`config.mk`:
```
export PLATFORM = sky130hd
export DESIGN_NAME = sensor_frame_check_and_reformat
export DESIGN_NICKNAME = d
export VERILOG_FILES = /design/src/rtl/sfcr_pkg.sv /design/src/rtl/sensor_frame_check_and_reformat.sv
export SDC_FILE = /design/constraint.sdc
export NUM_CORES = 1
export LEC_CHECK = 0
export BUFFER_PORTS_ARGS = -buffer_cell sky130_fd_sc_hd__buf_4
export CORE_MARGIN = 5
export CORE_UTILIZATION = 40
export CTS_CLUSTER_SIZE = 40
export DETAILED_ROUTE_END_ITERATION = 10
export HOLD_SLACK_MARGIN = 0.06
export PLACE_DENSITY_LB_ADDON = 0.08
export SLEW_MARGIN = 20
export SYNTH_ARGS = -nofsm -noshare
export SYNTH_HDL_FRONTEND = slang
export SYNTH_SLANG_ARGS = --single-unit
```
`constraint.sdc`:
```
create_clock -name clk -period 6.9 [get_ports clk]
set_clock_uncertainty 0.2 [all_clocks]
set_input_delay 0.345 -clock clk [delete_from_list [all_inputs] [get_ports clk]]
set_output_delay 0.345 -clock clk [all_outputs]
set_load 0.005 [all_outputs]
```
`src/rtl/sfcr_pkg.sv`:
```
package sfcr_pkg;

  // Byte that opens a sensor frame while the receiver is hunting.
  localparam logic [7:0] START_BYTE = 8'hFF;

  // Frame positions of the integer and fraction bytes of the reading.
  localparam int INT_POS  = 3;
  localparam int FRAC_POS = 4;

  // Scale applied to the reading and the divisor of the result split.
  localparam logic [12:0] SCALE    = 13'd18;
  localparam logic [12:0] HUNDRED  = 13'd100;

  // floor(18*b/100) equals (b*DIV_MUL) >> DIV_SHIFT for every 8-bit b.
  localparam logic [14:0] DIV_MUL   = 15'd23598;
  localparam int          DIV_SHIFT = 17;

  // Configuration register indexes.
  typedef enum logic [1:0] {
    REG_START_FLAG = 2'd0,
    REG_MODULE_ID  = 2'd1,
    REG_MODE       = 2'd2
  } cfg_reg_t;

  // Position of a beat within the seven-byte result frame.
  typedef enum logic [2:0] {
    OB_START = 3'd0,
    OB_ID    = 3'd1,
    OB_MODE  = 3'd2,
    OB_INT   = 3'd3,
    OB_FRAC  = 3'd4,
    OB_ZERO  = 3'd5,
    OB_SUM   = 3'd6
  } out_pos_t;

endpackage

```
`src/rtl/sensor_frame_check_and_reformat.sv`:
```
// Sensor frame checker and reformatter.
//
// The input channel (in_valid, in_stall, rx_byte) carries one received link
// byte per beat. While hunting, a 0xFF byte opens a frame; the block then
// collects FRAME_BYTES-1 more bytes, checks the closing two's complement
// checksum and silently drops a frame that fails it. A good frame produces
// seven beats on the output channel (out_valid, out_stall, tx_byte, last):
// start flag, module id, mode, reading/100, reading%100, zero and checksum,
// with last high on the checksum beat.
// An input byte is taken every cycle, one per beat, while in_stall is low. The
// first result beat is valid in the cycle after the closing frame byte is
// accepted, and the seven beats then drain at one per cycle while out_stall
// is low. Only the closing byte of the next frame waits (in_stall high) while
// a result frame is still in the output register, so a stalled receiver holds
// up the link only at a frame boundary. Division by 100 is split across the
// fraction and closing bytes, so each needs only constant multiplies, shifts
// and adds or subtracts. Synchronous reset clears the configuration registers
// to zero, returns the receiver to hunting and empties the output register.
module sensor_frame_check_and_reformat #(
  parameter int FRAME_BYTES = 9
) (
  input  logic       clk,
  input  logic       rst,
  input  logic       cfg_we,
  input  logic [1:0] cfg_index,
  input  logic [7:0] cfg_data,
  input  logic       in_valid,
  output logic       in_stall,
  input  logic [7:0] rx_byte,
  output logic       out_valid,
  input  logic       out_stall,
  output logic [7:0] tx_byte,
  output logic       last
);

  localparam int IDX_W = $clog2(FRAME_BYTES);
  localparam logic [IDX_W-1:0] LAST_IDX = IDX_W'(FRAME_BYTES - 1);
  localparam logic [IDX_W-1:0] INT_IDX  = IDX_W'(sfcr_pkg::INT_POS);
  localparam logic [IDX_W-1:0] FRAC_IDX = IDX_W'(sfcr_pkg::FRAC_POS);

  // Configuration registers.
  logic [7:0] start_flag;
  logic [7:0] module_id;
  logic [7:0] mode;

  // Frame receiver state.
  logic             in_frame;
  logic [IDX_W-1:0] byte_index;
  logic [7:0]       running_sum;
  logic [7:0]       integer_part;
  logic [12:0]      frac_scaled;
  logic [5:0]       frac_quot;

  // Result register.
  logic                 out_valid_r;
  sfcr_pkg::out_pos_t   out_cnt;
  logic [7:0]           res_int;
  logic [6:0]           res_frac;
  logic [7:0]           res_sum;

  logic        in_acc;
  logic        out_acc;
  logic        at_last;
  logic        sum_ok;
  logic [22:0] quot_prod;
  logic [12:0] rx_scaled;
  logic [7:0]  int_byte;
  logic [12:0] rem_full;
  logic [7:0]  csum_byte;

  always_ff @(posedge clk) begin
    if (rst) begin
      start_flag <= '0;
      module_id  <= '0;
      mode       <= '0;
    end else if (cfg_we) begin
      unique case (cfg_index)
        sfcr_pkg::REG_START_FLAG: start_flag <= cfg_data;
        sfcr_pkg::REG_MODULE_ID:  module_id  <= cfg_data;
        sfcr_pkg::REG_MODE:       mode       <= cfg_data;
        default: ;
      endcase
    end
  end

  // The closing byte of a frame may not enter while a result frame is still
  // held, since it would overwrite the result register.
  assign at_last  = in_frame && (byte_index >= LAST_IDX);
  assign in_stall = out_valid_r && at_last;
  assign in_acc   = in_valid && !in_stall;
  assign out_acc  = out_valid_r && !out_stall;

  // The reading is 1800*b3 + 18*b4. The first term divides by 100 exactly,
  // so the quotient is 18*b3 + floor(18*b4/100) and the remainder comes from
  // 18*b4 alone. The fraction half is worked out when byte 4 arrives.
  assign rx_scaled = {5'b0, rx_byte} * sfcr_pkg::SCALE;
  assign quot_prod = {15'b0, rx_byte} * {8'b0, sfcr_pkg::DIV_MUL};

  assign sum_ok    = (rx_byte + running_sum) == 8'h00;
  assign int_byte  = 8'(integer_part * 8'd18) + {2'b0, frac_quot};
  assign rem_full  = frac_scaled - 13'({7'b0, frac_quot} * sfcr_pkg::HUNDRED);
  assign csum_byte = start_flag + module_id + mode + int_byte + {1'b0, rem_full[6:0]};

  always_ff @(posedge clk) begin
    if (rst) begin
      in_frame    <= 1'b0;
      byte_index  <= '0;
      running_sum <= '0;
    end else if (in_acc) begin
      if (!in_frame) begin
        if (rx_byte == sfcr_pkg::START_BYTE) begin
          in_frame    <= 1'b1;
          byte_index  <= IDX_W'(1);
          running_sum <= '0;
        end
      end else if (at_last) begin
        in_frame   <= 1'b0;
        byte_index <= '0;
      end else begin
        running_sum <= running_sum + rx_byte;
        byte_index  <= byte_index + IDX_W'(1);
      end
    end
  end

  always_ff @(posedge clk) begin
    if (in_acc && in_frame && !at_last) begin
      if (byte_index == INT_IDX) begin
        integer_part <= rx_byte;
      end
      if (byte_index == FRAC_IDX) begin
        frac_scaled <= rx_scaled;
        frac_quot   <= quot_prod[22:sfcr_pkg::DIV_SHIFT];
      end
    end
  end

  always_ff @(posedge clk) begin
    if (rst) begin
      out_valid_r <= 1'b0;
      out_cnt     <= sfcr_pkg::OB_START;
    end else if (in_acc && at_last && sum_ok) begin
      out_valid_r <= 1'b1;
      out_cnt     <= sfcr_pkg::OB_START;
    end else if (out_acc) begin
      if (out_cnt == sfcr_pkg::OB_SUM) begin
        out_valid_r <= 1'b0;
        out_cnt     <= sfcr_pkg::OB_START;
      end else begin
        out_cnt <= sfcr_pkg::out_pos_t'(out_cnt + 3'd1);
      end
    end
  end

  always_ff @(posedge clk) begin
    if (in_acc && at_last && sum_ok) begin
      res_int  <= int_byte;
      res_frac <= rem_full[6:0];
      res_sum  <= csum_byte;
    end
  end

  always_comb begin
    unique case (out_cnt)
      sfcr_pkg::OB_START: tx_byte = start_flag;
      sfcr_pkg::OB_ID:    tx_byte = module_id;
      sfcr_pkg::OB_MODE:  tx_byte = mode;
      sfcr_pkg::OB_INT:   tx_byte = res_int;
      sfcr_pkg::OB_FRAC:  tx_byte = {1'b0, res_frac};
      sfcr_pkg::OB_ZERO:  tx_byte = 8'h00;
      sfcr_pkg::OB_SUM:   tx_byte = res_sum;
      default:            tx_byte = 8'h00;
    endcase
  end

  assign last      = (out_cnt == sfcr_pkg::OB_SUM);
  assign out_valid = out_valid_r;

  // Input is held back only while a result frame occupies the output.
  a_stall_only_when_busy: assert property (@(posedge clk) disable iff (rst)
    in_stall |-> out_valid)
    else $error("input stalled with no result frame pending");

  // A result frame always starts at its first beat.
  a_frame_starts_at_flag: assert property (@(posedge clk) disable iff (rst)
    $rose(out_valid) |-> (out_cnt == sfcr_pkg::OB_START))
    else $error("result frame did not start at the start flag beat");

  // Delivering the checksum beat ends the result frame.
  a_last_ends_frame: assert property (@(posedge clk) disable iff (rst)
    (out_valid && !out_stall && last) |=> !out_valid)
    else $error("output still valid after the last beat was taken");

  // The byte counter is parked at zero while hunting.
  a_hunt_index_zero: assert property (@(posedge clk) disable iff (rst)
    !in_frame |-> (byte_index == '0))
    else $error("byte index not cleared while hunting");

endmodule
```
* Word-level counts from Yosys, hierarchy flattened
Cells that the tools add are included.
** Cells by class
- Reduce and logical (&&, ||, !) cells :: 26
- Add/subtract/negate cells :: 9
- Eq/ne operators :: 11
- Multipliers :: 4
- Mux-type cells :: 14
- $lt $le $gt $ge :: 1
** Operator list (count)
- 8-bit case mux with 6 select lines :: 1
- 8-bit adder :: 4
- 8-bit two-way mux :: 3
- 8-bit by 14-bit multiplier with 22-bit output (second input constant) :: 1
- 2-bit AND reduction :: 7
- 4-bit two-way mux :: 3
- 8-bit by 6-bit adder with 8-bit output :: 1
- 8-bit by 7-bit adder with 8-bit output :: 1
- 8-bit equality test (second input constant) :: 1
- 1-bit logical AND :: 8
- 8-bit zero test :: 1
- 8-bit by 4-bit multiplier with 6-bit output (second input constant) :: 1
- 8-bit by 4-bit multiplier with 7-bit output (second input constant) :: 1
- 7-bit subtractor :: 1
- 3-bit by 2-bit equality test with 1-bit output (second input constant) :: 2
- 3-bit equality test (second input constant) :: 2
- 6-bit by 5-bit multiplier with 5-bit output (second input constant) :: 1
- 1-bit two-way mux :: 6
- 2-bit nonzero test :: 3
- 4-bit by 1-bit adder with 4-bit output (second input constant) :: 1
- 4-bit by 2-bit equality test with 1-bit output (second input constant) :: 1
- 4-bit by 3-bit equality test with 1-bit output (second input constant) :: 1
- 4-bit greater-or-equal comparator (second input constant) :: 1
- 3-bit by 1-bit adder with 3-bit output (second input constant) :: 1
- other kinds (10) :: 12
** Storage, ports and cells
- Bits in registers :: 84
- Output and inout bits :: 11

* Depth between registers and ports, before layout
Gate-level depths: netlist (run 1).
- Word-level depth :: 9
- Gate-level depth with buffers :: 16
- Gate-level depth less buffers :: 16

* Least setup slack after synthesis (run 1)
Ideal clock, no wire load.
- Kind :: register to register
- From :: register integer_part[1]
- To :: register res_sum[7] (data pin)
- Path buffers :: 0
- Required time :: 6438 ps
- Period minus slack after synthesis :: 3983 ps
- Data arrival time :: 3522 ps
- Library setup time :: 262 ps
- Path slack :: 2917 ps
- Cell stages (with the launch flop) :: 14
- Cells stage by stage :: edfxtp_1 ha_1 ha_1 ha_1 a21boi_0 or2_2 fa_1 fa_1 inv_1 ha_1 nand2_1 o21ai_0 xnor2_1 xnor2_1
** On the way
- Longest elaborated chain between the ends :: 4
** RTL lines
- start, declared :: RTL line sensor_frame_check_and_reformat.sv:50 : logic [7:0] integer_part;
- start signal, assigned :: RTL line sensor_frame_check_and_reformat.sv:129 : integer_part <= rx_byte;
- 8-bit by 4-bit multiplier with 7-bit output :: RTL line sensor_frame_check_and_reformat.sv:100 : assign int_byte = 8'(integer_part * 8'd18) + {2'b0, frac_quot};
- 8-bit by 6-bit adder with 8-bit output :: RTL line sensor_frame_check_and_reformat.sv:100
- 8-bit adder :: RTL line sensor_frame_check_and_reformat.sv:102 : assign csum_byte = start_flag + module_id + mode + int_byte + {1'b0, rem_full[6:0]};
- 8-bit by 7-bit adder with 8-bit output :: RTL line sensor_frame_check_and_reformat.sv:102
- via csum_byte[7] :: RTL line sensor_frame_check_and_reformat.sv:69 : logic [7:0] csum_byte;
- end signal, assigned :: RTL line sensor_frame_check_and_reformat.sv:159 : res_sum <= csum_byte;
- end, declared :: RTL line sensor_frame_check_and_reformat.sv:59 : logic [7:0] res_sum;
The timed path passes the listed nets, and every way through them passes these cells.
A chain may end at the register's enable or synchronous reset.

* Worst setup path after layout (run 1)
- From :: input port rx_byte[6]
- To :: register frac_quot[5] (data pin)
** On the way
- Longest elaborated chain between the ends :: 1
** RTL lines
- start, declared :: RTL line sensor_frame_check_and_reformat.sv:29 : input logic [7:0] rx_byte,
- 8-bit by 14-bit multiplier with 22-bit output :: RTL line sensor_frame_check_and_reformat.sv:97 : assign quot_prod = {15'b0, rx_byte} * {8'b0, sfcr_pkg::DIV_MUL};
- via quot_prod[22] :: RTL line sensor_frame_check_and_reformat.sv:65 : logic [22:0] quot_prod;
- end signal, assigned :: RTL line sensor_frame_check_and_reformat.sv:133 : frac_quot <= quot_prod[22:sfcr_pkg::DIV_SHIFT];
- end, declared :: RTL line sensor_frame_check_and_reformat.sv:52 : logic [5:0] frac_quot;
The timed path passes the listed nets, and every way through them passes these cells.

==> results of run 1 <==
-- cells by family (layout without fill, tap and decap cells) --
| group | Yosys count | count (layout) | share of synthesized area |
|---|---|---|---|
| AOI/OAI and AO/OA | 125 | 125 | 0.132 |
| adders and majority gates | 116 | 116 | 0.287 |
| buffers and inverters | 111 | 155 | 0.0685 |
| and+or+nand+nor | 103 | 103 | 0.0790 |
| DFF | 82 | 82 | 0.337 |
| xor gates and xnor gates | 37 | 37 | 0.0555 |
| muxes | 25 | 25 | 0.0411 |
-- layer usage --
metal | wire length [µm] | vias up | GRT usage | part of all wire
met5 | 0 | - | 0 | 0
met4 | 179 | 0 | 0.0434 | 0.014
met3 | 508 | 12 | 0.0272 | 0.039
met2 | 6590 | 92 | 0.264 | 0.50
met1 | 5900 | 2057 | 0.204 | 0.45
li1 | - | 2144 | - | -
-- cell type report --
cell class              instances  area share
clock buffers                  13      0.0409
clock inverters                 3     0.00253
inverters                      95      0.0516
multi-input cells             406       0.523
flip-flops and latches         82       0.297
well taps                     188      0.0340
repair buffers                 44      0.0510
-- worst max-delay path, delay by kind of cell --
| family | cells | cell delay, ps |
|---|---|---|
| adder cells (fa/ha/maj) | 5 | 2100 |
| AND/OR/NAND/NOR | 1 | 110 |
| buffers and inverters | 4 | 790 |
| AO/OA/AOI/OAI | 4 | 1060 |
-- layout by cell type, fill, tap and decap left out, types with 25 or more instances in the layout --
cell type,n
sky130_fd_sc_hd__edfxtp_1,41
sky130_fd_sc_hd__fa_1,39
sky130_fd_sc_hd__inv_1,94
sky130_fd_sc_hd__a21oi_1,44
sky130_fd_sc_hd__mux2i_1,25
sky130_fd_sc_hd__ha_1,77
sky130_fd_sc_hd__dfxtp_1,41
sky130_fd_sc_hd__buf_4,35
sky130_fd_sc_hd__xnor2_1,29
sky130_fd_sc_hd__nor2_1,48
-- power groups by stage --
stage	registers, µW	logic (µW)	clock network (µW)
2_1_floorplan	543	280	0
3_3_place_gp	545	375	0
3_5_place_dp	545	381	0
4_1_cts	534	389	495
5_1_grt	534	443	509
6_report	534	383	478
-- metrics by stage --
step | hold slack [ps] | worst slack (ps) | cells | utilization
2_1_floorplan | 244 | 2920 | 599 | -
3_3_place_gp | 279 | 2670 | 806 | 0.434
3_5_place_dp | 298 | 2580 | 806 | 0.434
4_1_cts | 70.9 | 2430 | 831 | 0.460
5_1_grt | 78.7 | 2210 | 831 | 0.460
6_report | 78.0 | 2390 | 831 | 0.460
-- sequential cells by signal, indices dropped and copies added (netlist names) --
signal and count:
in_frame 1, frac_scaled 6, res_int 8, module_id 8, out_cnt 3, byte_index 4, frac_quot 6, res_sum 8
integer_part 7, out_valid 1, running_sum 8, mode 8, res_frac 6, start_flag 8
-- worst paths after layout --
path / end / slack, ps / depth (start not counted)
worst max-delay path: frac_quot[5] / 2390 / 14
worst min-delay path: integer_part[3] / 80 / 1
worst max register to register: res_sum[7] / 2690 / 13
worst min register to register: res_frac[1] / 300 / 0
-- repair_timing --
item                      4_1_cts  5_1_grt
hold buffers                    9        0
hold endpoints to repair       20        0
gates resized for setup         0        0
==> impl_metrics.tcl, run 1 <==
set metrics [dict create \
    input_output_buffers 33 \
    synth_area_um2 6080 \
    power.net_switching_uw 407 \
    tightest_slew_ps 732 \
    global_route_wire_length_before_repair_um 21900 \
    die-area_um2 17800 \
    power_switching_share 0.292 \
    first_global_vias 4366 \
    portion_of_total_power_attributed_to_the_clock_network 0.343 \
    report.power.total_uw 1400 \
    std_cell_rows 45 \
    antenna_left 0 \
    synth_top_area_share 0.202 \
    clock_sink_count 82 \
    seqCellArea_um2 2050 \
    die-width_um 133 \
    drv_cap 0 \
    final_area_um2 6910 \
    yosysMostFrequentCell "sky130_fd_sc_hd__inv_1" \
    tritoncts.num_buffers 9 \
    final_count_of_negative_setup_slack_endpoints 0 \
    antenna_cells_inserted 0 \
    fillerInstances 1425 \
    power_density_nw_per_um2 202 \
    synth-warning-count 0 \
    ios 34 \
    place_hpwl_um 10700 \
    core_area_um2 15000 \
    initial_core_util 0.405 \
    critical_path_peak_fanout 7 \
    comb_power_share 0.275 \
    seqPwrFrac 0.383 \
    drt-total-wl_um 13200 \
    startpoint_of_the_lowest_slack_hold_path "rx_byte[3]" \
    clockBufferDepth 2 \
    yosys_most_used_dff "sky130_fd_sc_hd__edfxtp_1" \
    critical_path.slowest_cell "sky130_fd_sc_hd__fa_1" \
    netlist.top_cell.by_area "sky130_fd_sc_hd__edfxtp_1" \
    cp-start-kind "input port" \
    number_of_setup_buffers_added_after_cts 0 \
    vias 4305 \
    synthCells 599 \
    final_min_period_over_clock_period 0.654 \
    hold_violations 0 \
    detail_route.drc_violations 0 \
    fmaxAchievable_mhz 222 \
    finalMaxSlewViolations 0 \
    end_kind "flop" \
    placed_cell_area_um2 6520 \
    classification_of_the_worst_setup_path "input port to flop" \
    synth_fp_nets 738 \
    internal-power_uw 989 \
    drive_gt1_frac 0.0902 \
    rsz0062_at_grt "false" \
    outcome "finished, final reports clean" \
    vdd_drop_max_uv 136 \
    routability_driven_placement_congestion_ratio 0.797 \
    synth_seq_area_share 0.337 \
    power_leakage_uw 0.00317 \
    first_pass_iters 7 \
    routedWlPerCell_um 15.9 \
    synthTopCellsByArea "sky130_fd_sc_hd__edfxtp_1, sky130_fd_sc_hd__ha_1, sky130_fd_sc_hd__dfxtp_1" \
    relSlewSlack 0.511 \
    cts.reportedPaths.clkPinSlew_ps 60 \
    hold_path_class "input port to flop" \
    cts-root-buf "sky130_fd_sc_hd__clkbuf_16" \
    routed_via_density 5.18 \
    grt_start_max_net_pins 42 \
    grt.overflow.total 0 \
    setup.worst_path.start "rx_byte[6]" \
    drtIter0Drc 264 \
    setup_total_negative_slack_ps 0 \
    tritoncts "done" \
    number_of_antenna_violations_at_the_first_check_in_global_routing 0 \
    crit_arrival_ps 4400 \
    synthesized_area_per_cell_um2 10.2 \
    cp_data_required_time_ps 6790 \
    synth-edff-count 41 \
    grt.total_usage 0.155 \
    multi_input_area_um2 3610 \
    ff_latch_count_synth 82 \
    cp_common_cell "sky130_fd_sc_hd__fa_1" \
    nNetsFinal 777 \
    area.growth.synth_to_final_pct 13.6 \
    commonest_cells_post_synth "sky130_fd_sc_hd__inv_1, sky130_fd_sc_hd__ha_1, sky130_fd_sc_hd__nor2_1, sky130_fd_sc_hd__a21oi_1" \
    crit_path_max_incr_delay_ps 550 \
    post-route-min-period_ps 4510 \
    clk-insertion-delay-late_ps 340 \
    cp_cell_sequence "dlygate4sd3_1 > buf_4 > fa_1 > inv_1 > fa_1 > fa_1 > inv_1 > ha_1 > ha_1 > a211oi_1 > nand2_1 > o2111ai_1 > a21oi_1 > a311o_1" \
    synthDistinctLibCells 53 \
    ys_async_sr_fraction 0 \
    die_height_um 133 \
    crit-reg2reg-launch "integer_part[1]" \
    cts_htree_levels 3 \
]
(Power assumes the default switching activity.)
==> run 2: changes to the inputs <==
Clock period 6.9 ns to 3.6 ns, I/O delays scaled along.
==> impl_metrics.tcl, run 2 (synthesis gave the netlist of run 1 again) <==
set metrics [dict create \
    startpoint_of_the_lowest_slack_hold_path "rst" \
    core_area_um2 15000 \
    worst_case_setup_margin_in_the_final_layout_ps -173 \
    place_hpwl_um 11300 \
    gr-usage-met3 0.0336 \
    clock_sink_count 82 \
    vias 4544 \
    drtIter0Drc 123 \
    global_route_wire_length_before_repair_um 23400 \
    clk-insertion-delay-late_ps 340 \
    ios 34 \
    setup.worst_path.start "integer_part[1]" \
    fmaxAchievable_mhz 265 \
    final_count_of_negative_setup_slack_endpoints 2 \
    std_cell_rows 45 \
    cts.reportedPaths.clkPinSlew_ps 60 \
    fillerInstances 1360 \
    crit-reg2reg-launch "integer_part[1]" \
    clockBufferDepth 2 \
    final_min_period_over_clock_period 1.05 \
    layout_commonest_cell "sky130_fd_sc_hd__inv_1" \
    top_delay_family_on_crit_path "adder cells" \
    nNetsFinal 836 \
    violations_in_the_final_reports "setup timing" \
    grt_start_max_net_pins 42 \
    power_density_nw_per_um2 385 \
    hold_violations 0 \
    end_kind "flop" \
    antenna_cells_inserted 0 \
    area.growth.synth_to_final_pct 26.5 \
    relSlewSlack 0.522 \
    crit_buf_inv 3 \
    drive_gt1_frac 0.239 \
    antenna_left 0 \
    post-route-min-period_ps 3770 \
    classification_of_the_worst_setup_path "flop to flop" \
    routability_driven_placement_congestion_ratio 0.810 \
    die_height_um 133 \
    drt-total-wl_um 14000 \
    hold_path_class "input port to flop" \
    highest_count_cells_in_the_layout_ignoring_fill_and_taps "sky130_fd_sc_hd__inv_1, sky130_fd_sc_hd__buf_4, sky130_fd_sc_hd__ha_1" \
    grt.total_usage 0.165 \
    routed_via_density 5.11 \
    cp-start-kind "flop" \
    worst_hold_slack_ps 73.4 \
    critical_path_peak_fanout 3 \
    die-area_um2 17800 \
    power_leakage_uw 0.00349 \
    cp_cell_sequence "ha_4 > ha_4 > inv_2 > fa_2 > xor2_2 > fa_1 > inv_1 > fa_1 > inv_2 > ha_4 > a21oi_2 > o21ai_2 > xnor2_1 > xnor2_1" \
    drv_cap 0 \
    tritoncts.num_buffers 9 \
    crit_arrival_ps 3660 \
    cts-root-buf "sky130_fd_sc_hd__clkbuf_16" \
    die-width_um 133 \
    critical_path.slowest_cell "sky130_fd_sc_hd__fa_2" \
    met2_usage 0.297 \
    cp_common_cell "sky130_fd_sc_hd__ha_4" \
    final_area_um2 7700 \
    final_core_utilization 0.512 \
    vdd_drop_max_uv 222 \
    cp_data_required_time_ps 3490 \
    routedWlPerCell_um 15.7 \
    placed_cell_area_um2 6990 \
    detail_route.drc_violations 0 \
    grt_most_used_layer "met2" \
    finalMaxSlewViolations 0 \
    tritoncts "done" \
    grt.overflow.total 0 \
    cts_htree_levels 3 \
    input_output_buffers 33 \
    first_pass_iters 4 \
    number_of_antenna_violations_at_the_first_check_in_global_routing 0 \
    crit_path_max_incr_delay_ps 550 \
    gr-usage-met1 0.200 \
    rsz0062_at_grt "true" \
    tightest_slew_ps 712 \
    outcome "finished, violations left" \
    first_global_vias 4712 \
    initial_core_util 0.405 \
]
run 2: layer usage:
metal / vias up / share of wire
li1: 2260 / -
met1: 2196 / 0.43
met2: 72 / 0.53
met3: 16 / 0.029
met4: 0 / 0.017
met5: - / 0
run 2: stage by stage:
| stage | power, µW | setup TNS [ps] | worst slack [ps] | std cells |
|---|---|---|---|---|
| global route | 3140 | -747 | -373 | 890 |
| global placement | 1920 | -2300 | -434 | 850 |
| detailed placement | 1940 | -2670 | -502 | 850 |
| CTS | 2900 | -353 | -214 | 887 |
| finish | 2960 | -214 | -173 | 890 |
| floorplan | 1630 | -96.6 | -96.6 | 599 |
run 2: power breakdown:
| group | internal [µW] | total (µW) | switching, µW |
|---|---|---|---|
| Clock | 543 | 910 | 367 |
| Combinational | 515 | 1030 | 516 |
| Sequential | 1010 | 1020 | 10.5 |
run 2: what timing repair did:
item | 4_1_cts | 5_1_grt
hold endpoints to repair | 36 | 0
setup buffers | 5 | 3
resized for setup | 17 | 30
setup endpoints to repair | 5 | 11
pin swaps | 24 | 28
hold buffers | 16 | 0
run 2: final timing paths:
check / endpoint / slack [ps] / cells after the start
worst max register to register: res_sum[7] / -170 / 14
worst min-delay path: module_id[0] / 70 / 2
worst max-delay path: res_sum[7] / -170 / 14
worst min register to register: running_sum[2] / 300 / 2
run 2: area by class of cell:
type                       instances  area [µm²]  area share
multi-input combinational        406        3920       0.509
sequential                        82        2050       0.267
timing repair buffer             103         837       0.109
inverter                          95         357      0.0463
clock buffer                      13         280      0.0364
tap                              188         235      0.0306
clock inverter                     3        18.8     0.00244
